===== src/rtl/assert_macros.svh =====
// assertion macros for the frame allocator rtl
// no dependencies; included by files that carry concurrent checks
`ifndef ASSERT_MACROS_SVH
`define ASSERT_MACROS_SVH
`ifndef SYNTH
// check sampled on the rising edge, switched off while reset is asserted
`define BFA_ASSERT(lbl, clk, rst_n, prop, msg) \
	lbl: assert property (@(posedge clk) disable iff (!rst_n) prop) else $error(msg);
// check sampled on every rising edge, reset included
`define BFA_ASSERT_ALWAYS(lbl, clk, prop, msg) \
	lbl: assert property (@(posedge clk) prop) else $error(msg);
`else
`define BFA_ASSERT(lbl, clk, rst_n, prop, msg)
`define BFA_ASSERT_ALWAYS(lbl, clk, prop, msg)
`endif
`endif


===== src/rtl/bfa_pkg.sv =====
// shared types, codes and defaults of the bitmap frame allocator
// no dependencies
`timescale 1ns / 1ps

package bfa_pkg;

	localparam int FRAME_W        = 12;
	localparam int CFG_W          = 13;
	localparam int STATUS_W       = 3;
	localparam int FIELD_FRAMES   = 4096;
	localparam int DEF_NUM_FRAMES = 4096;
	localparam int DEF_WORD_BITS  = 32;

	localparam logic [CFG_W-1:0] CFG_RESET = 13'd4096;

	localparam logic [STATUS_W-1:0] ST_ALLOCATED = 3'd0;
	localparam logic [STATUS_W-1:0] ST_MAPPED    = 3'd1;
	localparam logic [STATUS_W-1:0] ST_FREED     = 3'd2;
	localparam logic [STATUS_W-1:0] ST_NOTHING   = 3'd3;
	localparam logic [STATUS_W-1:0] ST_FULL      = 3'd4;

	typedef struct packed {
		logic               mode;
		logic [FRAME_W-1:0] page_frame;
		logic               is_kernel;
		logic               is_writeable;
	} req_t;

	typedef struct packed {
		logic [STATUS_W-1:0] status;
		logic [FRAME_W-1:0]  frame_out;
		logic                present;
		logic                writable;
		logic                user_access;
	} rsp_t;

	// controller to datapath
	typedef struct packed {
		logic                clr_step;
		logic                req_load;
		logic                scan_start;
		logic                check;
		logic                div;
		logic                fix;
		logic                free_write;
		logic                out_load;
		logic [STATUS_W-1:0] out_status;
	} cmd_t;

	// datapath to controller
	typedef struct packed {
		logic clr_last;
		logic mode;
		logic page_zero;
		logic start_beyond;
		logic found;
		logic last_word;
		logic out_free;
	} sts_t;

endpackage


===== src/rtl/bfa_datapath.sv =====
// bitmap memory, scan and free arithmetic, config and response registers
// depends on bfa_pkg and assert_macros.svh
`timescale 1ns / 1ps
`include "assert_macros.svh"

module bfa_datapath #(
	parameter int NUM_FRAMES = bfa_pkg::DEF_NUM_FRAMES,
	parameter int WORD_BITS  = bfa_pkg::DEF_WORD_BITS
) (
	input  logic                           clk,
	input  logic                           arst_n,
	input  bfa_pkg::cmd_t                  cmd,
	output bfa_pkg::sts_t                  sts,
	input  bfa_pkg::req_t                  req,
	output bfa_pkg::rsp_t                  rsp,
	output logic                           rsp_valid,
	input  logic                           rsp_ready,
	input  logic                           cfg_we,
	input  logic [bfa_pkg::CFG_W-1:0]      cfg_wdata
);
	import bfa_pkg::*;

	localparam int EFF_FRAMES = (NUM_FRAMES < FIELD_FRAMES) ? NUM_FRAMES : FIELD_FRAMES;
	localparam int MAP_WORDS  = (EFF_FRAMES + WORD_BITS - 1) / WORD_BITS;
	localparam int WA_W       = (MAP_WORDS > 1) ? $clog2(MAP_WORDS) : 1;
	localparam int BIT_W      = $clog2(WORD_BITS);
	localparam int RSH        = 16;
	localparam int RECIP      = (1 << RSH) / WORD_BITS;
	localparam int RECIP_W    = $clog2(RECIP + 1);
	localparam int PROD_W     = FRAME_W + RECIP_W;

	localparam logic [CFG_W-1:0]   EFF_LIM  = CFG_W'(EFF_FRAMES);
	localparam logic [CFG_W-1:0]   WB_CFG   = CFG_W'(WORD_BITS);
	localparam logic [FRAME_W-1:0] WB_FRAME = FRAME_W'(WORD_BITS);

	logic [WORD_BITS-1:0] bitmap_mem [MAP_WORDS];

	logic [CFG_W-1:0]     cfg_q;
	req_t                 req_q;
	rsp_t                 rsp_q;
	logic                 rsp_valid_q;
	logic [WA_W-1:0]      clr_cnt_q;
	logic [WA_W-1:0]      hint_word_q;
	logic [CFG_W-1:0]     hint_base_q;
	logic [WA_W-1:0]      scan_word_q;
	logic [CFG_W-1:0]     scan_base_q;
	logic [WORD_BITS-1:0] rd_word_q;
	logic [FRAME_W-1:0]   alloc_frame_q;
	logic [FRAME_W-1:0]   q_est_q;
	logic [WA_W-1:0]      fr_word_q;
	logic [BIT_W-1:0]     fr_bit_q;
	logic [FRAME_W-1:0]   fr_base_q;
	logic                 fr_ok_q;

	logic [CFG_W-1:0]     lim;
	logic [CFG_W-1:0]     rem_lim;
	logic [WORD_BITS-1:0] vmask;
	logic [WORD_BITS-1:0] masked;
	logic [WORD_BITS-1:0] oh;
	logic [BIT_W-1:0]     hit_idx;
	logic                 found;
	logic                 last_word;
	logic [PROD_W-1:0]    prod;
	logic [FRAME_W-1:0]   base_est;
	logic [FRAME_W-1:0]   rem_est;
	logic                 corr;
	logic [FRAME_W-1:0]   q_fix;
	logic [FRAME_W-1:0]   bit_fix;
	logic [FRAME_W-1:0]   base_fix;
	logic                 rd_en;
	logic [WA_W-1:0]      rd_addr;
	logic                 mem_we;
	logic [WA_W-1:0]      mem_wa;
	logic [WORD_BITS-1:0] mem_wd;
	logic                 out_free;
	rsp_t                 rsp_d;

	// search limit and the valid bits of the word under test
	assign lim     = (cfg_q < EFF_LIM) ? cfg_q : EFF_LIM;
	assign rem_lim = lim - scan_base_q;
	assign last_word = rem_lim <= WB_CFG;

	always_comb begin
		for (int j = 0; j < WORD_BITS; j++) begin
			vmask[j] = CFG_W'(j) < rem_lim;
		end
	end

	// lowest clear bit as a one-hot vector, then its index
	assign masked = rd_word_q | ~vmask;
	assign oh     = ~masked & (masked + WORD_BITS'(1));
	assign found  = |oh;

	always_comb begin
		hit_idx = '0;
		for (int j = 0; j < WORD_BITS; j++) begin
			if (oh[j]) begin
				hit_idx = hit_idx | BIT_W'(j);
			end
		end
	end

	// frame to word and bit: reciprocal estimate, then one correction
	assign prod     = PROD_W'(req_q.page_frame) * PROD_W'(RECIP);
	assign base_est = q_est_q * WB_FRAME;
	assign rem_est  = req_q.page_frame - base_est;
	assign corr     = rem_est >= WB_FRAME;
	assign q_fix    = corr ? q_est_q + FRAME_W'(1) : q_est_q;
	assign bit_fix  = corr ? rem_est - WB_FRAME : rem_est;
	assign base_fix = corr ? base_est + WB_FRAME : base_est;

	// memory ports
	assign rd_en   = cmd.scan_start | (cmd.check & ~found & ~last_word) | cmd.fix;
	assign rd_addr = cmd.scan_start ? hint_word_q :
	                 cmd.fix        ? WA_W'(q_fix) : scan_word_q + WA_W'(1);

	always_comb begin
		mem_we = 1'b0;
		mem_wa = clr_cnt_q;
		mem_wd = '0;
		if (cmd.clr_step) begin
			mem_we = 1'b1;
		end else if (cmd.check && found) begin
			mem_we = 1'b1;
			mem_wa = scan_word_q;
			mem_wd = rd_word_q | oh;
		end else if (cmd.free_write && fr_ok_q) begin
			mem_we = 1'b1;
			mem_wa = fr_word_q;
			mem_wd = rd_word_q & ~(WORD_BITS'(1) << fr_bit_q);
		end
	end

	always_ff @(posedge clk) begin
		if (mem_we) begin
			bitmap_mem[mem_wa] <= mem_wd;
		end
		if (rd_en) begin
			rd_word_q <= bitmap_mem[rd_addr];
		end
	end

	// payload registers
	always_ff @(posedge clk) begin
		if (cmd.req_load) begin
			req_q <= req;
		end
		if (cmd.div) begin
			q_est_q <= FRAME_W'(prod >> RSH);
		end
		if (cmd.fix) begin
			fr_word_q <= WA_W'(q_fix);
			fr_bit_q  <= BIT_W'(bit_fix);
			fr_base_q <= base_fix;
			fr_ok_q   <= CFG_W'(req_q.page_frame) < EFF_LIM;
		end
		if (cmd.check && found) begin
			alloc_frame_q <= scan_base_q[FRAME_W-1:0] + FRAME_W'(hit_idx);
		end
		if (cmd.scan_start) begin
			scan_word_q <= hint_word_q;
			scan_base_q <= hint_base_q;
		end else if (cmd.check && !found && !last_word) begin
			scan_word_q <= scan_word_q + WA_W'(1);
			scan_base_q <= scan_base_q + WB_CFG;
		end
	end

	// every word below the hint is fully used
	always_ff @(posedge clk or negedge arst_n) begin
		if (!arst_n) begin
			hint_word_q <= '0;
			hint_base_q <= '0;
			clr_cnt_q   <= '0;
			cfg_q       <= CFG_RESET;
		end else begin
			if (cmd.clr_step) begin
				clr_cnt_q <= clr_cnt_q + WA_W'(1);
			end
			if (cfg_we) begin
				cfg_q <= cfg_wdata;
			end
			if (cmd.check && found) begin
				hint_word_q <= scan_word_q;
				hint_base_q <= scan_base_q;
			end else if (cmd.free_write && fr_ok_q && fr_word_q < hint_word_q) begin
				hint_word_q <= fr_word_q;
				hint_base_q <= CFG_W'(fr_base_q);
			end
		end
	end

	// response register
	assign out_free = !rsp_valid_q || rsp_ready;

	always_comb begin
		rsp_d        = '0;
		rsp_d.status = cmd.out_status;
		case (cmd.out_status)
			ST_ALLOCATED: begin
				rsp_d.frame_out   = alloc_frame_q;
				rsp_d.present     = 1'b1;
				rsp_d.writable    = req_q.is_writeable;
				rsp_d.user_access = ~req_q.is_kernel;
			end
			ST_MAPPED: begin
				rsp_d.frame_out = req_q.page_frame;
			end
			default: begin
			end
		endcase
	end

	always_ff @(posedge clk) begin
		if (cmd.out_load) begin
			rsp_q <= rsp_d;
		end
	end

	always_ff @(posedge clk or negedge arst_n) begin
		if (!arst_n) begin
			rsp_valid_q <= 1'b0;
		end else if (cmd.out_load) begin
			rsp_valid_q <= 1'b1;
		end else if (rsp_ready) begin
			rsp_valid_q <= 1'b0;
		end
	end

	assign rsp       = rsp_q;
	assign rsp_valid = rsp_valid_q;

	assign sts.clr_last     = clr_cnt_q == WA_W'(MAP_WORDS - 1);
	assign sts.mode         = req_q.mode;
	assign sts.page_zero    = req_q.page_frame == '0;
	assign sts.start_beyond = hint_base_q >= lim;
	assign sts.found        = found;
	assign sts.last_word    = last_word;
	assign sts.out_free     = out_free;

	`BFA_ASSERT(a_hint_base, clk, arst_n, (hint_base_q == CFG_W'(hint_word_q * WORD_BITS)), "hint base out of step")
	`BFA_ASSERT(a_hit_onehot, clk, arst_n, (cmd.check && found) |-> $onehot(oh), "lowest clear bit not one-hot")
	`BFA_ASSERT(a_alloc_in_limit, clk, arst_n, (cmd.check && found) |=> ({1'b0, alloc_frame_q} < $past(lim)), "allocated frame beyond limit")

endmodule


===== src/rtl/bfa_ctrl.sv =====
// sequencer of the frame allocator: clearing pass, scan and free steps
// depends on bfa_pkg and assert_macros.svh
`timescale 1ns / 1ps
`include "assert_macros.svh"

module bfa_ctrl (
	input  logic          clk,
	input  logic          arst_n,
	input  logic          req_valid,
	output logic          req_ready,
	output bfa_pkg::cmd_t cmd,
	input  bfa_pkg::sts_t sts
);
	import bfa_pkg::*;

	localparam logic [2:0] S_CLEAR  = 3'd0;
	localparam logic [2:0] S_IDLE   = 3'd1;
	localparam logic [2:0] S_DECODE = 3'd2;
	localparam logic [2:0] S_CHECK  = 3'd3;
	localparam logic [2:0] S_FIX    = 3'd4;
	localparam logic [2:0] S_FWRITE = 3'd5;
	localparam logic [2:0] S_RESULT = 3'd6;

	logic [2:0]          state_q;
	logic [2:0]          state_d;
	logic [STATUS_W-1:0] st_q;
	logic [STATUS_W-1:0] st_d;

	assign req_ready = state_q == S_IDLE;

	always_comb begin
		state_d = state_q;
		st_d    = st_q;
		cmd     = '0;
		unique case (state_q)
			S_CLEAR: begin
				cmd.clr_step = 1'b1;
				if (sts.clr_last) begin
					state_d = S_IDLE;
				end
			end
			S_IDLE: begin
				if (req_valid) begin
					cmd.req_load = 1'b1;
					state_d      = S_DECODE;
				end
			end
			S_DECODE: begin
				if (!sts.mode) begin
					if (!sts.page_zero) begin
						st_d    = ST_MAPPED;
						state_d = S_RESULT;
					end else if (sts.start_beyond) begin
						st_d    = ST_FULL;
						state_d = S_RESULT;
					end else begin
						cmd.scan_start = 1'b1;
						state_d        = S_CHECK;
					end
				end else if (sts.page_zero) begin
					st_d    = ST_NOTHING;
					state_d = S_RESULT;
				end else begin
					cmd.div = 1'b1;
					state_d = S_FIX;
				end
			end
			S_CHECK: begin
				cmd.check = 1'b1;
				if (sts.found) begin
					st_d    = ST_ALLOCATED;
					state_d = S_RESULT;
				end else if (sts.last_word) begin
					st_d    = ST_FULL;
					state_d = S_RESULT;
				end
			end
			S_FIX: begin
				cmd.fix = 1'b1;
				state_d = S_FWRITE;
			end
			S_FWRITE: begin
				cmd.free_write = 1'b1;
				st_d           = ST_FREED;
				state_d        = S_RESULT;
			end
			S_RESULT: begin
				if (sts.out_free) begin
					cmd.out_load   = 1'b1;
					cmd.out_status = st_q;
					state_d        = S_IDLE;
				end
			end
			default: begin
				state_d = S_IDLE;
			end
		endcase
	end

	always_ff @(posedge clk or negedge arst_n) begin
		if (!arst_n) begin
			state_q <= S_CLEAR;
			st_q    <= ST_ALLOCATED;
		end else begin
			state_q <= state_d;
			st_q    <= st_d;
		end
	end

	`BFA_ASSERT(a_accept_decode, clk, arst_n, (req_valid && req_ready) |=> (state_q == S_DECODE), "accepted request not decoded")
	`BFA_ASSERT(a_load_when_free, clk, arst_n, cmd.out_load |-> sts.out_free, "response loaded over a pending one")

endmodule


===== src/rtl/bitmap_frame_allocator_core.sv =====
// First-fit physical frame allocator. One used bit per frame sits in a word
// memory of WORD_BITS-bit words inside bfa_datapath, sequenced by bfa_ctrl;
// types and codes come from bfa_pkg. After reset a clearing pass writes zero
// to each of the ceil(min(NUM_FRAMES,4096)/WORD_BITS) bitmap words (128 at
// the defaults), one word a cycle, and req_ready stays low until it is done;
// frames_in_use may be written meanwhile. An allocate request with
// page_frame zero scans words from a hint (the lowest word that may hold a
// free frame) at one word per cycle through the registered memory read port,
// sets the lowest clear bit below min(frames_in_use, NUM_FRAMES, 4096) and
// returns it; a nonzero page_frame is reported as already mapped. A free
// request clears the bit of a nonzero frame by a read-modify-write of its
// word. The response lands in an output register; the next request is taken
// once the sequencer is back in idle, even while that response still waits.
// States after acceptance: already mapped, nothing to free and a hint at the
// limit go from decode to result; a free passes decode, fix and free-write;
// an allocate passes decode and one check per word scanned (usually one word,
// since the hint skips full words); result waits for a free output register.
`timescale 1ns / 1ps

module bitmap_frame_allocator_core #(
	parameter int NUM_FRAMES = bfa_pkg::DEF_NUM_FRAMES,
	parameter int WORD_BITS  = bfa_pkg::DEF_WORD_BITS
) (
	input  logic                      clk,
	input  logic                      arst_n,
	// request channel
	input  logic                      req_valid,
	output logic                      req_ready,
	input  bfa_pkg::req_t             req,
	// response channel
	output logic                      rsp_valid,
	input  logic                      rsp_ready,
	output bfa_pkg::rsp_t             rsp,
	// frames_in_use register, write only
	input  logic                      cfg_we,
	input  logic [bfa_pkg::CFG_W-1:0] cfg_wdata
);
	import bfa_pkg::*;

	// command and status between sequencer and datapath
	cmd_t cmd;
	sts_t sts;

	// sequencer: clearing pass, request decode, scan loop, free steps
	bfa_ctrl u_ctrl (
		.clk       (clk),
		.arst_n    (arst_n),
		.req_valid (req_valid),
		.req_ready (req_ready),
		.cmd       (cmd),
		.sts       (sts)
	);

	// datapath: bitmap memory, search hint, frame split, response register
	bfa_datapath #(
		.NUM_FRAMES (NUM_FRAMES),
		.WORD_BITS  (WORD_BITS)
	) u_datapath (
		.clk       (clk),
		.arst_n    (arst_n),
		.cmd       (cmd),
		.sts       (sts),
		.req       (req),
		.rsp       (rsp),
		.rsp_valid (rsp_valid),
		.rsp_ready (rsp_ready),
		.cfg_we    (cfg_we),
		.cfg_wdata (cfg_wdata)
	);

endmodule


===== config.mk =====
export PLATFORM = sky130hd
export DESIGN_NAME = bitmap_frame_allocator_core
export DESIGN_NICKNAME = d
export VERILOG_FILES = /design/src/rtl/bfa_pkg.sv /design/src/rtl/bfa_datapath.sv /design/src/rtl/bfa_ctrl.sv /design/src/rtl/bitmap_frame_allocator_core.sv
export VERILOG_INCLUDE_DIRS = /design/src /design/src/rtl
export SDC_FILE = /design/constraint.sdc
export NUM_CORES = 2
export LEC_CHECK = 0
export BUFFER_PORTS_ARGS = -buffer_cell sky130_fd_sc_hd__buf_2
export CAP_MARGIN = 5
export CORE_UTILIZATION = 35
export CTS_BUF_LIST = sky130_fd_sc_hd__clkbuf_16
export CTS_CLUSTER_SIZE = 24
export DETAILED_ROUTE_END_ITERATION = 8
export PLACE_DENSITY = 0.47
export SYNTH_ARGS = -nofsm -noshare
export SYNTH_HDL_FRONTEND = slang
export SYNTH_HIERARCHICAL = 1
export SYNTH_SLANG_ARGS = --single-unit

===== constraint.sdc =====
create_clock -name clk -period 13.4 [get_ports clk]
set_clock_uncertainty 0.2 [all_clocks]
set_input_delay 2.68 -clock clk [delete_from_list [all_inputs] [get_ports clk]]
set_output_delay 2.68 -clock clk [all_outputs]
set_load 0.01 [all_outputs]

# Yosys cells after proc, flatten, opt, wreduce, memory -nomap -nowiden
# Memories as Yosys holds them, arrays and structs flattened. A register that Yosys moved wholly into a read port is not among the register bits.
# Index checks and enable logic that the tools add are counted.
[op_classes]
addsub = 10
magnitude_cmp = 37
eq_ne = 14
shift = 1
muxes = 142
bitwise_logic = 14
reduce_logical = 18
[op_table]
columns = ["op", "n"]
rows = [
  ["$lt A5 B13 Y1 const A", 16],
  ["$mux W32", 6],
  ["$mux W3", 44],
  ["$mux W7", 15],
  ["$lt A4 B13 Y1 const A", 8],
  ["$not A32 Y32", 3],
  ["$mux W13", 7],
  ["$mux W5", 17],
  ["$and A32 B32 Y32", 2],
  ["$or A32 B32 Y32", 2],
  ["$lt A3 B13 Y1 const A", 4],
  ["$mux W4", 11],
  ["$mux W1", 35],
  ["$add A32 B1 Y32 const B", 1],
  ["$reduce_or A32 Y1", 1],
  ["$shl A1 B5 Y32 const A", 1],
  ["$lt A1 B13 Y1 const A", 2],
  ["$lt A2 B13 Y1 const A", 2],
  ["$pmux W12 S2", 1],
  ["$add A7 B1 Y7 const B", 3],
  ["$pmux W3 S7", 1],
  ["$add A13 B6 Y13 const B", 1],
  ["$ge A13 B13 Y1", 1],
  ["$le A13 B6 Y1 const B", 1],
  ["31 further kinds", 51],
]
[totals]
ff_bits = 143
mem_bits_rw = 4096
input_bits = 33
output_inout_bits = 20
wordCells = 261
memories = 1
[memory_table]
columns = ["memory", "depth", "width", "read_ports", "rd_clocked_by_memory_dff", "write_ports", "line_no", "rtl"]
rows = [
  ["u_datapath.bitmap_mem", 128, 32, 1, 1, 1, "bfa_datapath.sv:36", "logic [WORD_BITS-1:0] bitmap_mem [MAP_WORDS];"],
]

# Depth between registers and ports, before layout
[depth]
depth_word = 40
ltp_mapped = 35
ltp_nobuf = 30

# Cells and area by module
# Netlist, hierarchy kept.
[by_module_without_submodules]
columns = ["module", "instances", "cells_per_inst", "area_per_inst_um2", "seq_area_each_um2"]
rows = [
  ["bfa_datapath", 1, 10661, 168778.1, 127508.5],
  ["bfa_ctrl", 1, 56, 460.4, 150.1],
]

# Worst setup path before layout
# OpenSTA, ideal clock, no wires.
[synth_timing]
kind = "reg2reg"
from = "register u_datapath.cfg_q[12]"
to = "memory u_datapath/bitmap_mem[0][23] in the netlist's numbering (data pin)"
setup_ns = 1.320
arrival_time_ns = 9.932
t_required_ns = 11.880
slack_ns = 1.947
path_stages_with_launch = 19
path_buffers = 3
synth_period_minus_slack_ns = 11.453
path_cell_list = "dfstp_2 -> inv_1 -> clkbuf_1 -> nand2_1 -> inv_1 -> ha_1 -> nor2b_1 -> o2111a_1 -> o211a_1 -> o41a_1 -> o21ai_1 -> clkbuf_1 -> a31oi_1 -> or4_1 -> a311o_1 -> nand4_1 -> o21ai_4 -> clkbuf_1 -> a311oi_1"
[synth_between]
elab_chain_cells = 13
elab_cells_between_ends = 46
classes_between = "2 x add/sub; 33 x order compare; 4 x mux; 5 x bitwise; 2 x reduce/logical"
[synth_lines]
columns = ["element", "line_no", "rtl"]
rows = [
  ["start, declared", "bfa_datapath.sv:38", "logic [CFG_W-1:0] cfg_q;"],
  ["start signal, assigned", "bfa_datapath.sv:181", "cfg_q <= cfg_wdata;"],
  ["$lt A13 B13 Y1", "bfa_datapath.sv:79", "assign lim = (cfg_q < EFF_LIM) ? cfg_q : EFF_LIM;"],
  ["$mux W13 (*)", "bfa_datapath.sv:79", ""],
  ["$sub A13 B13 Y13 (*)", "bfa_datapath.sv:80", "assign rem_lim = lim - scan_base_q;"],
  ["$lt A1 B13 Y1, or another cell as far along", "bfa_datapath.sv:85", "vmask[j] = CFG_W'(j) < rem_lim;"],
  ["$not A32 Y32 (*)", "bfa_datapath.sv:90", "assign masked = rd_word_q | ~vmask;"],
  ["$or A32 B32 Y32 (*)", "bfa_datapath.sv:90", ""],
  ["$add A32 B1 Y32 or $not A32 Y32 (tied branches)", "bfa_datapath.sv:91", "assign oh = ~masked & (masked + WORD_BITS'(1));"],
  ["$and A32 B32 Y32 (*)", "bfa_datapath.sv:91", ""],
  ["$reduce_or A32 Y1", "bfa_datapath.sv:92", "assign found = |oh;"],
  ["$logic_and A1 B1 Y1", "bfa_datapath.sv:123", "end else if (cmd.check && found) begin"],
  ["$mux W32 (*)", "bfa_datapath.sv:123", ""],
  ["$mux W32 (*) (2 in series)", "bfa_datapath.sv:121", "if (cmd.clr_step) begin"],
  ["named net u_datapath.mem_wd[23]", "bfa_datapath.sv:74", "logic [WORD_BITS-1:0] mem_wd;"],
  ["end, declared", "bfa_datapath.sv:36", ""],
]
# Mark *: on every way through the listed nets, which the timed path passes. The rest lies on a longest branch. The select of a mux whose other input is x is not followed.

# Worst setup path after layout
[layout_timing]
from = "register u_datapath.cfg_q[12]"
to = "memory u_datapath/bitmap_mem[126][15] in the netlist's numbering (enable)"
[layout_between]
elab_chain_cells = 15
elab_cells_between_ends = 50
classes_between = "2 x add/sub; 33 x order compare; 9 x mux; 4 x bitwise; 2 x reduce/logical"
[layout_lines]
columns = ["element", "line_no", "rtl"]
rows = [
  ["$lt A13 B13 Y1", "bfa_datapath.sv:79", ""],
  ["$mux W13 (*)", "bfa_datapath.sv:79", ""],
  ["$sub A13 B13 Y13 (*)", "bfa_datapath.sv:80", ""],
  ["$lt A1 B13 Y1, or another cell as far along", "bfa_datapath.sv:85", ""],
  ["$not A32 Y32 (*)", "bfa_datapath.sv:90", ""],
  ["$or A32 B32 Y32 (*)", "bfa_datapath.sv:90", ""],
  ["$add A32 B1 Y32 or $not A32 Y32 (tied branches)", "bfa_datapath.sv:91", ""],
  ["$and A32 B32 Y32 (*)", "bfa_datapath.sv:91", ""],
  ["$reduce_or A32 Y1 (*)", "bfa_datapath.sv:92", ""],
  ["$logic_and A1 B1 Y1 (*)", "bfa_datapath.sv:123", ""],
  ["$mux W1", "bfa_datapath.sv:123", ""],
  ["$mux W1 (2 in series)", "bfa_datapath.sv:121", ""],
  ["$mux W1", "bfa_datapath.sv:135", "if (mem_we) begin"],
  ["$mux W1 (implied by the code)", "bfa_datapath.sv:136", "bitmap_mem[mem_wa] <= mem_wd;"],
]
# Every way passes the cells marked *; elsewhere a longest branch is shown, timed or not. The select of a mux whose other input is x is not followed.

==> summary.md <==
| Metric | Value |
|---|---|
| Worst path slowest cell | o41ai_1 |
| Area leader, netlist | edfxtp_1 |
| Final Instance Area | 194,000 µm² |
| Main synth FF type | edfxtp_1 |
| Die width | 697 µm |
| Cell Area, Synth | 169,000 µm² |
| Post-DP HPWL | 333 mm |
| Post-DP Area | 180,000 µm² |
| Outcome | complete, no violations |
| Final hold violation count | 0 |
| Family with the most delay on the worst path | simple AND/OR/NAND/NOR gates |
| Routability cong. | 0.860 |
| Netlist cell types | 87 |
| Hold Path Class | register to register |
| Clock latency on the worst-skew pair | 1.05 ns |
| DR iter-0 viols | 11,300 |
| CP arrival | 10.16 ns |
| Initial Util | 0.351 |
| Register area share after synthesis | 0.754 |
| First-pass GRT wire length | 783 mm |
| Max VDD drop | 0.143 mV |
| PostCTS Resize Cnt | 0 |
| Synth-to-Final Area Change | 14.7% |
| Commonest non-fill, non-tap cell in the layout | edfxtp_1 |
| Part of the cycle the worst path needs | 0.726 |
| PD cells | 211 nW/µm² |
| Commonest cells after routing, fill and taps aside | edfxtp_1, nand2_1, nand3_1 |
| Largest net degree at the start of global routing | 168 |
| TNS Setup | 0 ns |
| Hold depth | 1 |
| Placed insts | 16,900 |
| Synth warnings | 6 |
| Inserted Clock Buffers | 451 |
| Row cnt | 255 |
| GRT Util Overall | 0.226 |
| DP Worst Slack | 3.82 ns |
| Syn avg cell area | 15.8 µm² |
| ANT nets after route | 0 |
| Critical Path Sink Type | register |
| CTS tree | yes |
| Final nets | 11,000 |
| Final setup viols | 0 |
| Cells along the critical path | inv_1 -> nand2_1 -> inv_1 -> ha_1 -> nor2b_1 -> o31a_1 -> mux2_2 -> a211oi_1 -> nand4_1 -> o41ai_1 -> nand4_1 -> or3_1 -> or2_0 -> o21ai_4 -> buf_4 -> inv_2 -> buf_4 -> nand2b_1 -> o221a_4 -> nand4_2 -> nor2_4 -> buf_4 |
| R2R Path Start | u_datapath/cfg_q[12] |
| Max incr delay on CP | 0.76 ns |
| WL per Instance | 31.8 µm |
| CP max FO | 66 |
| Via density | 5.60 |
| WP buf/inv | 6 |
| CP Depth | 22 |
| I/O Buffers | 52 |
| CORE AREA | 482,000 µm² |
| Post-CTS Setup Inserts | 0 |
| Final WL | 565 mm |
| Fmax | 103 MHz |
| Max-cap check violation count | 0 |
| IO Count | 53 |
| Pre-antenna DRT Iters | 6 |
| Die area | 486,000 µm² |
| H-tree Lvls | 5 |
| Post-CTS Hold Buffers | 0 |
| Syn_nets | 10,800 |
| RSZ-0062 raised after global routing | false |
| Share of the synthesized area in the top cell type | 0.747 |
| Root buf cell | clkbuf_16 |
| FF+latch count, synth | 4,259 |
| Fraction of layout cells with a size suffix above 1 | 0.151 |
| Post-synth EDFFs | 4,212 |
| Tightest Pin Transition | 1.45 ns |
| Post-Layout Cell Count | 17,800 |
| Worst path required time | 13.83 ns |
| Crit path kind | register to register |
| Most frequent CP cell | buf_4 |
| Die Y | 697 µm |
| Startpoint types | register |
| Worst hold start | u_datapath/cfg_q[3] |
| Final slew viol count | 0 |
| Min Tclk post-route | 9.73 ns |
| LEAKAGE | 64.6 nW |
| Cells after synthesis | 10,700 |
| Clk sink count | 4,259 |
| FFs w/ async S/R, synth | 0.0110 |
| Slew HR | 0.0262 |
| Antenna violations before repair | 43 |
| Utilization after layout | 0.403 |
| DRC Markers | 0 |
| Vias | 99,500 |
| Clock transition at path regs | 0.06 ns |
| Worst Slack Setup Final | 3.67 ns |
| Top cells by area, synth | edfxtp_1, mux4_2, nand2_1, mux2i_1, nand3_1 |
| Worst Setup SP | u_datapath/cfg_q[12] |
| Residual overflow from global routing | 0 |
| R2R cell count | 22 |
| CTS Buffer Depth | 4 |
| Vias in the first global route | 97,100 |
-- routing by layer --
layer | vias up | GRT usage | part of all wire | wire, µm
met1 | 52600 | 0.315 | 0.42 | 240000
met2 | 3964 | 0.358 | 0.46 | 262000
met5 | - | 0.00431 | 0.00011 | 65
li1 | 42200 | - | - | -
met3 | 768 | 0.0388 | 0.074 | 41600
met4 | 8 | 0.0786 | 0.038 | 21600
-- through the flow --
stage	power (mW)	hold WS, ns
3_3_place_gp	29.0	0.286
6_report	41.0	0.320
3_5_place_dp	29.1	0.301
2_1_floorplan	23.3	0.250
4_1_cts	41.2	0.321
5_1_grt	42.3	0.337
-- kinds of logic after synthesis --
logic type               count (synthesis)  share of synthesized area
flip-flops                            4259                      0.754
multiplexers                           842                     0.0790
AND/OR/NAND/NOR                       3576                     0.0939
buffers and inverters                  731                     0.0166
adder cells (fa/ha/maj)                 50                    0.00383
XOR/XNOR                                39                    0.00202
AO/OA/AOI/OAI                         1220                     0.0503
-- cells in the mapped netlist, types with 19 or more instances --
| cell | number |
|---|---|
| o21ai_0 | 149 |
| nand2_1 | 1771 |
| mux4_2 | 393 |
| xnor2_1 | 27 |
| or3_1 | 21 |
| a22oi_1 | 74 |
| ha_1 | 47 |
| nand4_1 | 72 |
| and3_1 | 147 |
| o22ai_1 | 143 |
| inv_1 | 62 |
| nand2b_1 | 21 |
| nor2_1 | 496 |
| a211oi_1 | 158 |
| buf_1 | 140 |
| o32ai_1 | 111 |
| a31oi_1 | 81 |
| clkbuf_1 | 489 |
| a311oi_1 | 137 |
| mux2i_1 | 432 |
| nor3_1 | 120 |
| o21a_1 | 19 |
| a21oi_1 | 225 |
| nor2b_1 | 36 |
| edfxtp_1 | 4212 |
| nand3_1 | 796 |
| buf_2 | 32 |
| dfrtp_1 | 46 |
-- power by group --
group          internal [mW]  leakage [nW]  switching, mW  total (mW)
Combinational           2.94          17.8           8.97        11.9
Sequential              16.6          39.4          0.346        16.9
Clock                   6.87          7.40           5.29        12.2
Total                   26.4          64.6           14.6        41.0
-- registers in the layout (all words and copies together) (netlist names), 12 cells and up --
name / count
u_datapath/bitmap_mem: 4096
u_datapath/rd_word_q: 32
u_datapath/rsp: 18
u_datapath/req_q: 14
u_datapath/cfg_q: 13
u_datapath/hint_base_q: 13
u_datapath/scan_base_q: 13
u_datapath/alloc_frame_q: 12
-- worst paths after layout --
| path | end | slack [ns] |
|---|---|---|
| max reg2reg | u_datapath/bitmap_mem[126][15] | 3.67 |
| max | u_datapath/bitmap_mem[126][15] | 3.67 |
| min | u_datapath/cfg_q[3] | 0.32 |
| max in group asynchronous | u_datapath/cfg_q[2] | 10.87 |
| min reg2reg | u_datapath/cfg_q[3] | 0.32 |
| min in group asynchronous | u_datapath/clr_cnt_q[5] | 1.60 |
-- cell type report --
class	count	area, µm²
tap	6425	8040
clock inverter	382	2900
timing repair buffer	423	3490
clock buffer	455	11400
inverter	64	240
fill	43800	288000
antenna	28	70.1
multi-input combinational	5727	40300
sequential	4259	128000
No activity file was read; power rests on OpenSTA's default activity.
